**src/hdl/pgt_pkg.sv**
```systemverilog
package pgt_pkg;

    localparam int DEF_MAX_COLUMNS = 32;
    localparam int DEF_MAX_ROWS    = 32;

    localparam int MODE_W     = 2;
    localparam int COORD_W    = 5;
    localparam int TILE_W     = 8;
    localparam int OFFS_W     = 7;
    localparam int SIZE_W     = 6;
    localparam int KIND_W     = 8;
    localparam int CFG_IDX_W  = 3;
    localparam int CFG_DATA_W = 8;
    // Wide enough to hold the largest grid limit of 63.
    localparam int LIMIT_W    = 11;

    typedef enum logic [MODE_W-1:0] {
        MODE_START = 2'd0,
        MODE_WALK  = 2'd1,
        MODE_PLOT  = 2'd2
    } t_mode;

    typedef enum logic [CFG_IDX_W-1:0] {
        CFG_OFFSET_X  = 3'd0,
        CFG_OFFSET_Y  = 3'd1,
        CFG_COLUMNS   = 3'd2,
        CFG_ROWS      = 3'd3,
        CFG_TILE_KIND = 3'd4
    } t_cfg_index;

    typedef enum logic {
        ST_IDLE,
        ST_WALK
    } t_state;

    typedef struct packed {
        logic load_start;
        logic load_walk;
        logic plot;
        logic step;
    } t_dp_cmd;

    typedef struct packed {
        logic out_free;
        logic at_point;
        logic step_last;
    } t_dp_stat;

endpackage

```
**src/hdl/pgt_ctrl.sv**
```systemverilog
module pgt_ctrl (
    input  logic               i_clk,
    input  logic               i_rst_n,
    input  logic               i_valid,
    input  logic [1:0]         i_mode,
    output logic               o_ready,
    input  pgt_pkg::t_dp_stat  i_stat,
    output pgt_pkg::t_dp_cmd   o_cmd
);
    import pgt_pkg::*;

    t_state r_state;
    t_state n_state;
    logic   accept;

    assign accept = i_valid && o_ready;

    always_ff @(posedge i_clk) begin
        if (!i_rst_n) begin
            r_state <= ST_IDLE;
        end else begin
            r_state <= n_state;
        end
    end

    always_comb begin
        n_state = r_state;
        unique case (r_state)
            ST_IDLE: begin
                // A walk to the current position produces no tiles.
                if (accept && (t_mode'(i_mode) == MODE_WALK) && !i_stat.at_point) begin
                    n_state = ST_WALK;
                end
            end
            ST_WALK: begin
                if (i_stat.out_free && i_stat.step_last) begin
                    n_state = ST_IDLE;
                end
            end
            default: n_state = ST_IDLE;
        endcase
    end

    always_comb begin
        o_ready = 1'b0;
        o_cmd   = '0;
        unique case (r_state)
            ST_IDLE: begin
                o_ready = i_stat.out_free;
                if (accept) begin
                    case (t_mode'(i_mode))
                        MODE_START: o_cmd.load_start = 1'b1;
                        MODE_WALK:  o_cmd.load_walk  = 1'b1;
                        MODE_PLOT:  o_cmd.plot       = 1'b1;
                        default:    o_cmd            = '0;
                    endcase
                end
            end
            ST_WALK: begin
                o_cmd.step = i_stat.out_free;
            end
            default: o_cmd = '0;
        endcase
    end

endmodule

```
**src/hdl/pgt_datapath.sv**
```systemverilog
module pgt_datapath #(
    parameter int MAX_COLUMNS = pgt_pkg::DEF_MAX_COLUMNS,
    parameter int MAX_ROWS    = pgt_pkg::DEF_MAX_ROWS
) (
    input  logic                             i_clk,
    input  logic                             i_rst_n,
    input  logic                             i_cfg_valid,
    input  logic [pgt_pkg::CFG_IDX_W-1:0]    i_cfg_index,
    input  logic [pgt_pkg::CFG_DATA_W-1:0]   i_cfg_data,
    input  logic [pgt_pkg::COORD_W-1:0]      i_point_x,
    input  logic [pgt_pkg::COORD_W-1:0]      i_point_y,
    input  pgt_pkg::t_dp_cmd                 i_cmd,
    output pgt_pkg::t_dp_stat                o_stat,
    input  logic                             i_out_ready,
    output logic                             o_out_valid,
    output logic signed [pgt_pkg::TILE_W-1:0] o_tile_x,
    output logic signed [pgt_pkg::TILE_W-1:0] o_tile_y,
    output logic                             o_in_bounds,
    output logic [pgt_pkg::KIND_W-1:0]       o_tile_value,
    output logic                             o_last
);
    import pgt_pkg::*;

    localparam int PROD_W = 2 * COORD_W;
    localparam int DIFF_W = PROD_W + 1;

    logic signed [OFFS_W-1:0] r_offset_x;
    logic signed [OFFS_W-1:0] r_offset_y;
    logic [SIZE_W-1:0]        r_columns;
    logic [SIZE_W-1:0]        r_rows;
    logic [KIND_W-1:0]        r_tile_kind;

    logic [COORD_W-1:0] r_cur_x, r_cur_y;
    logic [COORD_W-1:0] r_span_x, r_span_y;
    logic [COORD_W-1:0] r_tgt_x, r_tgt_y;

    logic r_out_valid;

    logic                     dx_ne, dy_ne;
    logic [COORD_W-1:0]       rem_x, rem_y;
    logic [COORD_W-1:0]       pt_span_x, pt_span_y;
    logic [PROD_W-1:0]        prod_x, prod_y;
    logic signed [DIFF_W-1:0] diff;
    logic                     move_x, move_y;
    logic [COORD_W-1:0]       nx, ny;
    logic [COORD_W-1:0]       ex, ey;
    logic signed [TILE_W-1:0] tx, ty;
    logic [LIMIT_W-1:0]       cols_lim, rows_lim;
    logic                     inb;
    logic                     load_out;
    logic                     out_free;

    // Configuration registers; unknown indexes are dropped.
    always_ff @(posedge i_clk) begin
        if (!i_rst_n) begin
            r_offset_x  <= '0;
            r_offset_y  <= '0;
            r_columns   <= SIZE_W'(32);
            r_rows      <= SIZE_W'(32);
            r_tile_kind <= '0;
        end else if (i_cfg_valid) begin
            case (t_cfg_index'(i_cfg_index))
                CFG_OFFSET_X:  r_offset_x  <= i_cfg_data[OFFS_W-1:0];
                CFG_OFFSET_Y:  r_offset_y  <= i_cfg_data[OFFS_W-1:0];
                CFG_COLUMNS:   r_columns   <= i_cfg_data[SIZE_W-1:0];
                CFG_ROWS:      r_rows      <= i_cfg_data[SIZE_W-1:0];
                CFG_TILE_KIND: r_tile_kind <= i_cfg_data[KIND_W-1:0];
                default:       r_tile_kind <= r_tile_kind;
            endcase
        end
    end

    // Step decision: remaining distance against the segment spans.
    always_comb begin
        dx_ne  = (r_cur_x != r_tgt_x);
        dy_ne  = (r_cur_y != r_tgt_y);
        rem_x  = (r_cur_x > r_tgt_x) ? (r_cur_x - r_tgt_x) : (r_tgt_x - r_cur_x);
        rem_y  = (r_cur_y > r_tgt_y) ? (r_cur_y - r_tgt_y) : (r_tgt_y - r_cur_y);
        prod_x = PROD_W'(rem_x) * PROD_W'(r_span_y);
        prod_y = PROD_W'(rem_y) * PROD_W'(r_span_x);
        diff   = $signed({1'b0, prod_x}) - $signed({1'b0, prod_y});
        move_x = dx_ne && (!dy_ne || !diff[DIFF_W-1]);
        move_y = dy_ne && (!dx_ne || diff[DIFF_W-1] || (diff == '0));
        nx = r_cur_x;
        ny = r_cur_y;
        if (move_x) begin
            nx = (r_cur_x < r_tgt_x) ? (r_cur_x + 1'b1) : (r_cur_x - 1'b1);
        end
        if (move_y) begin
            ny = (r_cur_y < r_tgt_y) ? (r_cur_y + 1'b1) : (r_cur_y - 1'b1);
        end
        pt_span_x = (r_cur_x > i_point_x) ? (r_cur_x - i_point_x) : (i_point_x - r_cur_x);
        pt_span_y = (r_cur_y > i_point_y) ? (r_cur_y - i_point_y) : (i_point_y - r_cur_y);
    end

    // Tile coordinate, offset and bounds check for the emitted tile.
    always_comb begin
        ex = i_cmd.plot ? i_point_x : nx;
        ey = i_cmd.plot ? i_point_y : ny;
        tx = $signed({{(TILE_W-COORD_W){1'b0}}, ex})
           + $signed({{(TILE_W-OFFS_W){r_offset_x[OFFS_W-1]}}, r_offset_x});
        ty = $signed({{(TILE_W-COORD_W){1'b0}}, ey})
           + $signed({{(TILE_W-OFFS_W){r_offset_y[OFFS_W-1]}}, r_offset_y});
        cols_lim = (LIMIT_W'(r_columns) < LIMIT_W'(MAX_COLUMNS)) ?
                   LIMIT_W'(r_columns) : LIMIT_W'(MAX_COLUMNS);
        rows_lim = (LIMIT_W'(r_rows) < LIMIT_W'(MAX_ROWS)) ?
                   LIMIT_W'(r_rows) : LIMIT_W'(MAX_ROWS);
        inb = !tx[TILE_W-1] && !ty[TILE_W-1]
           && (LIMIT_W'(tx[TILE_W-2:0]) < cols_lim)
           && (LIMIT_W'(ty[TILE_W-2:0]) < rows_lim);
    end

    always_ff @(posedge i_clk) begin
        if (!i_rst_n) begin
            r_cur_x  <= '0;
            r_cur_y  <= '0;
            r_span_x <= '0;
            r_span_y <= '0;
        end else if (i_cmd.load_start) begin
            r_cur_x <= i_point_x;
            r_cur_y <= i_point_y;
        end else if (i_cmd.load_walk) begin
            r_span_x <= pt_span_x;
            r_span_y <= pt_span_y;
        end else if (i_cmd.step) begin
            r_cur_x <= nx;
            r_cur_y <= ny;
        end
    end

    always_ff @(posedge i_clk) begin
        if (i_cmd.load_walk) begin
            r_tgt_x <= i_point_x;
            r_tgt_y <= i_point_y;
        end
    end

    assign out_free = !r_out_valid || i_out_ready;
    assign load_out = i_cmd.plot || i_cmd.step;

    always_ff @(posedge i_clk) begin
        if (!i_rst_n) begin
            r_out_valid <= 1'b0;
        end else if (load_out) begin
            r_out_valid <= 1'b1;
        end else if (i_out_ready) begin
            r_out_valid <= 1'b0;
        end
    end

    always_ff @(posedge i_clk) begin
        if (load_out) begin
            o_tile_x     <= tx;
            o_tile_y     <= ty;
            o_in_bounds  <= inb;
            o_tile_value <= r_tile_kind;
            o_last       <= i_cmd.plot || ((nx == r_tgt_x) && (ny == r_tgt_y));
        end
    end

    assign o_out_valid      = r_out_valid;
    assign o_stat.out_free  = out_free;
    assign o_stat.at_point  = (i_point_x == r_cur_x) && (i_point_y == r_cur_y);
    assign o_stat.step_last = (nx == r_tgt_x) && (ny == r_tgt_y);

endmodule

```
**src/hdl/polyline_grid_tracer.sv**
```systemverilog
// Traces a polyline over a tile grid. A start request moves the pen, a walk request
// steps the pen toward its point one tile per cycle while the output is free, sends
// every tile it enters, and a plot request sends one tile without moving the pen.
// A walk request sends between max(|dx|,|dy|) and |dx|+|dy| tiles, at most 62 on
// the full grid. Every request, the one after a walk included, is accepted only
// while the output register is empty or is being read in that cycle, so a stalled
// tile holds off the input. Each tile carries the x and y coordinates with the x
// and y offsets added, the tile kind and a flag that the tile lies within
// min(grid_columns, MAX_COLUMNS) by min(grid_rows, MAX_ROWS); the last tile of a
// request is flagged. Configuration writes are always accepted and must only be made
// while no request is in progress.
module polyline_grid_tracer #(
    parameter int MAX_COLUMNS = pgt_pkg::DEF_MAX_COLUMNS,
    parameter int MAX_ROWS    = pgt_pkg::DEF_MAX_ROWS
) (
    input  logic                              i_clk,
    input  logic                              i_rst_n,
    input  logic                              i_cfg_valid,
    output logic                              o_cfg_ready,
    input  logic [pgt_pkg::CFG_IDX_W-1:0]     i_cfg_index,
    input  logic [pgt_pkg::CFG_DATA_W-1:0]    i_cfg_data,
    input  logic                              i_valid,
    output logic                              o_ready,
    input  logic [pgt_pkg::MODE_W-1:0]        i_mode,
    input  logic [pgt_pkg::COORD_W-1:0]       i_point_x,
    input  logic [pgt_pkg::COORD_W-1:0]       i_point_y,
    output logic                              o_valid,
    input  logic                              i_ready,
    output logic signed [pgt_pkg::TILE_W-1:0] o_tile_x,
    output logic signed [pgt_pkg::TILE_W-1:0] o_tile_y,
    output logic                              o_in_bounds,
    output logic [pgt_pkg::KIND_W-1:0]        o_tile_value,
    output logic                              o_last
);
    import pgt_pkg::*;

    t_dp_cmd  cmd;
    t_dp_stat stat;

    assign o_cfg_ready = 1'b1;

    pgt_ctrl u_ctrl (
        .i_clk   (i_clk),
        .i_rst_n (i_rst_n),
        .i_valid (i_valid),
        .i_mode  (i_mode),
        .o_ready (o_ready),
        .i_stat  (stat),
        .o_cmd   (cmd)
    );

    pgt_datapath #(
        .MAX_COLUMNS (MAX_COLUMNS),
        .MAX_ROWS    (MAX_ROWS)
    ) u_datapath (
        .i_clk        (i_clk),
        .i_rst_n      (i_rst_n),
        .i_cfg_valid  (i_cfg_valid),
        .i_cfg_index  (i_cfg_index),
        .i_cfg_data   (i_cfg_data),
        .i_point_x    (i_point_x),
        .i_point_y    (i_point_y),
        .i_cmd        (cmd),
        .o_stat       (stat),
        .i_out_ready  (i_ready),
        .o_out_valid  (o_valid),
        .o_tile_x     (o_tile_x),
        .o_tile_y     (o_tile_y),
        .o_in_bounds  (o_in_bounds),
        .o_tile_value (o_tile_value),
        .o_last       (o_last)
    );

endmodule

```
**config.mk**
```make
export PLATFORM = sky130hd
export DESIGN_NAME = polyline_grid_tracer
export DESIGN_NICKNAME = d
export VERILOG_FILES = /design/src/hdl/pgt_pkg.sv /design/src/hdl/pgt_ctrl.sv /design/src/hdl/pgt_datapath.sv /design/src/hdl/polyline_grid_tracer.sv
export SDC_FILE = /design/constraint.sdc
export NUM_CORES = 1
export LEC_CHECK = 0
export ABC_CLOCK_PERIOD_IN_PS = 10900
export BUFFER_PORTS_ARGS = -buffer_cell sky130_fd_sc_hd__buf_2
export CORE_ASPECT_RATIO = 0.5
export CORE_MARGIN = 1.5
export CORE_UTILIZATION = 55
export DETAILED_ROUTE_END_ITERATION = 16
export GPL_TIMING_DRIVEN = 0
export PLACE_DENSITY = 0.78
export SLEW_MARGIN = 0
export SYNTH_ARGS = -nofsm -noshare
export SYNTH_HDL_FRONTEND = slang
export SYNTH_SLANG_ARGS = --single-unit
```
**constraint.sdc**
```tcl
create_clock -name i_clk -period 10.9 [get_ports i_clk]
set_clock_uncertainty 0.05 [all_clocks]
set_input_delay 1.09 -clock i_clk [delete_from_list [all_inputs] [get_ports i_clk]]
set_output_delay 1.09 -clock i_clk [all_outputs]
set_load 0.1 [all_outputs]
```
==> run summary <==
Outcome - completed
Clock slew at the register clock pins of the worst setup and hold paths - 0.07 ns
H-tree levels - 3
I/O pin count - 57
DRC viols - 0
Critical Path Most Common Cell - fa_1
Post-route ant nets - 0
Clock sink total - 92
Post-synth ARST share - 0%
Seq cells post-synth - 92
Setup ws final - 0.8647 ns
Clock power frac - 18.7%
# Max-Cap Violations - 0
Die width - 173.3 µm
Clock buffer count from CTS - 9
Ys Warns - 0
Main synth FF type - dfxtp_1
Seq/Total Area, Yosys - 27.63%
Yosys top cell area share - 14.75%
Drt via density - 5.714
Static leakage - 0.003917 µW
TritonRoute pass-1 iters - 6
Post-cts gate resize count - 0
Commonest non-fill, non-tap cells in the layout - nand2_1 (108), ha_1 (94), inv_1 (92), dfxtp_1 (56), buf_2 (54)
GRT Util Overall - 25.66%
Die ar. - 15,270 µm²
Hold Violations, Final - 0
Reg power frac - 22.9%
Critical Path End Type - register
Final instance area - 8828 µm²
Cells after Synth - 865
Synth area leader - ha_1
Placed instance area - 8482 µm²
Number of buffers added on ports - 54
Post-CTS Setup Bufs - 0
CP Max Fanout - 7
Pwr Density - 200.6 nW/µm²
Critical path's slowest cell - or4_4
Slew Viols, Final - 0
Ant diodes - 0
Worst Tran Pin Value - 1.230 ns
WP data arrival - 10.09 ns
DR iter-0 viols - 393
Post-placement setup slack - 0.4876 ns
# setup viols final - 0
Crit path largest cell delay - 0.59 ns
Post-cts hold buffer count - 0
Cell variety after synth - 56
Setup tns final - 0 ns
Initial antenna violation count - 0
FMAX - 0.09965 GHz
Layout cell share with drive strength beyond 1 - 8.877%
Sw Share - 45.99%
Row count - 30
Vias in the first global route - 6,354
Largest net degree at the start of global routing - 27
Routed WL per cell - 16.83 µm
Clock root buffer - clkbuf_16
Worst Setup Start Kind - register
Fillers - 1,151
Period utilization - 92.07%
Worst min path class - reg -> reg
VDD IR max - 120.4 µV
Rel. slew slack - 17.81%
Initial Util - 57.55%
Area taken by multi-input logic gates - 5383 µm²
Period minus WS final - 10.04 ns
RSZ-0062 raised after global routing - no
Mapped Area - 7971 µm²
GPL Wtd Cong - 0.9522
DP HPWL - 14.96 mm
Logic pwr share - 58.4%
Switching power of the nets - 814.3 µW
Most common cell after layout, fill and taps aside - nand2_1
Max clock buf depth - 2
Reg area - 2202 µm²
Skew-Pair Late Insertion Delay - 0.35 ns
Syn_nets - 1,031
Nets - 1,096
Die height - 88.13 µm
Via count - 6,440
Mean post-synth cell area - 9.215 µm²
Area grow syn2layout - 10.75%
Post-synth EDFFs - 36
P_int - 956.4 µW
Kind of critical path - reg -> reg
CTS tree - built
WL final - 18.96 mm
Worst Path Required - 10.96 ns
Area of the core - 13,850 µm²
Grt ovf - 0
Synth area leaders - ha_1 (15%), dfxtp_1 (14%), edfxtp_1 (14%)
Global-route wire length before repair - 30.87 mm
-- registers in the layout, summed over array words and instances, names as in the netlist --
| register | count |
|---|---|
| u_datapath.r_tile_kind | 8 |
| u_ctrl.r_state | 1 |
| u_datapath.r_offset_y | 7 |
| u_datapath.r_cur_x | 5 |
| u_datapath.r_offset_x | 7 |
| u_datapath.r_span_y | 5 |
| u_datapath.r_tgt_y | 5 |
| u_datapath.r_columns | 6 |
| u_datapath.r_tgt_x | 5 |
| u_datapath.o_out_valid | 1 |
| u_datapath.o_tile_value | 8 |
| u_datapath.o_in_bounds | 1 |
| u_datapath.o_last | 1 |
| u_datapath.r_cur_y | 5 |
| u_datapath.r_span_x | 5 |
| u_datapath.r_rows | 6 |
| u_datapath.o_tile_x | 8 |
| u_datapath.o_tile_y | 8 |
-- metal layers --
| layer | up-vias | routed length (µm) | GRT usage, % | part of all wire, % |
|---|---|---|---|---|
| met2 | 202 | 8863 | 46.08 | 47 |
| met1 | 3111 | 8639 | 32.63 | 46 |
| li1 | 3096 | - | - | - |
| met3 | 31 | 1163 | 3.993 | 6.1 |
| met4 | 0 | 296 | 7.589 | 1.6 |
| met5 | - | 0 | 0 | 0 |
-- kinds of logic after synthesis --
family,Yosys count,share of synthesized area (%)
AOI/OAI and AO/OA,172,14.86
xor gates and xnor gates,43,4.725
adders and majority gates,138,25.80
buffers and inverters,110,5.227
DFF,92,27.63
muxes,38,4.803
other,1,0.04704
and+or+nand+nor,271,16.90
-- power by group through the flow --
stage                     sequential (µW)  combinational [µW]  clock, µW
after floorplan                       486                 706          0
after global placement                411                 981          0
after detailed placement              411                1000          0
after CTS                             404                1020        333
after global routing                  406                1140        346
final                                 405                1030        332
-- layout make-up --
cell class              count  share of cell area, %
clock inverters             7                  1.035
multi-input cells         663                  60.97
repair buffers             54                  3.061
inverters                  92                  3.912
flip-flops and latches     92                  24.94
plain buffers              18                 0.8078
well taps                 192                  2.721
clock buffers               9                  2.551
-- final timing paths --
kind                                          startpoint                                    to  slack (ns)  cells after the start
setup / recovery      u_datapath.r_cur_y[4]$_SDFFE_PN0P_      u_datapath.o_in_bounds$_DFFE_PP_        0.86                     35
hold / removal    u_datapath.r_tile_kind[5]$_SDFFE_PN0P_  u_datapath.o_tile_value[5]$_DFFE_PP_        0.39                      0
setup reg to reg      u_datapath.r_cur_y[4]$_SDFFE_PN0P_      u_datapath.o_in_bounds$_DFFE_PP_        0.86                     35
hold reg to reg   u_datapath.r_tile_kind[5]$_SDFFE_PN0P_  u_datapath.o_tile_value[5]$_DFFE_PP_        0.39                      0
-- synth_stat cells (3+ instances only) --
master / instances
xnor2_1: 26
nor2b_1: 52
xor2_1: 17
o211ai_1: 5
a211oi_1: 8
o21ai_0: 33
o211a_1: 7
fa_1: 44
a221oi_1: 11
clkbuf_1: 17
nand2_1: 108
edfxtp_1: 36
nand2b_1: 14
o21a_1: 8
dfxtp_1: 56
ha_1: 94
a21o_1: 13
o21bai_1: 3
a21boi_0: 23
nor2_1: 33
nor3_1: 11
a21oi_1: 33
nand3_1: 10
and2_1: 23
a31oi_1: 3
mux2i_1: 36
nand4b_1: 3
a222oi_1: 3
a22oi_1: 3
inv_1: 92
a211o_1: 3
and3_1: 3
-- worst max-delay path: cells and delay by family, from the launching register on --
kind / cells / cell delay [ns]
flip-flops: 1 / 0.54
AND/OR/NAND/NOR: 9 / 1.97
buffers and inverters: 3 / 0.34
adder cells (fa/ha/maj): 9 / 3.95
multiplexers: 1 / 0.31
XOR/XNOR: 3 / 0.58
AO/OA/AOI/OAI: 10 / 2.02
-- per-stage QoR --
step	util, %	power, µW	hold WS [ns]	std cells
global placement	61.24	1392	0.3616	1111
CTS	63.52	1752	0.3847	1127
detailed placement	61.24	1416	0.3701	1111
global route	63.74	1888	0.3967	1127
floorplan	-	1192	0.3581	865
finish	63.74	1771	0.3860	1127
(Power assumes the default switching activity.)
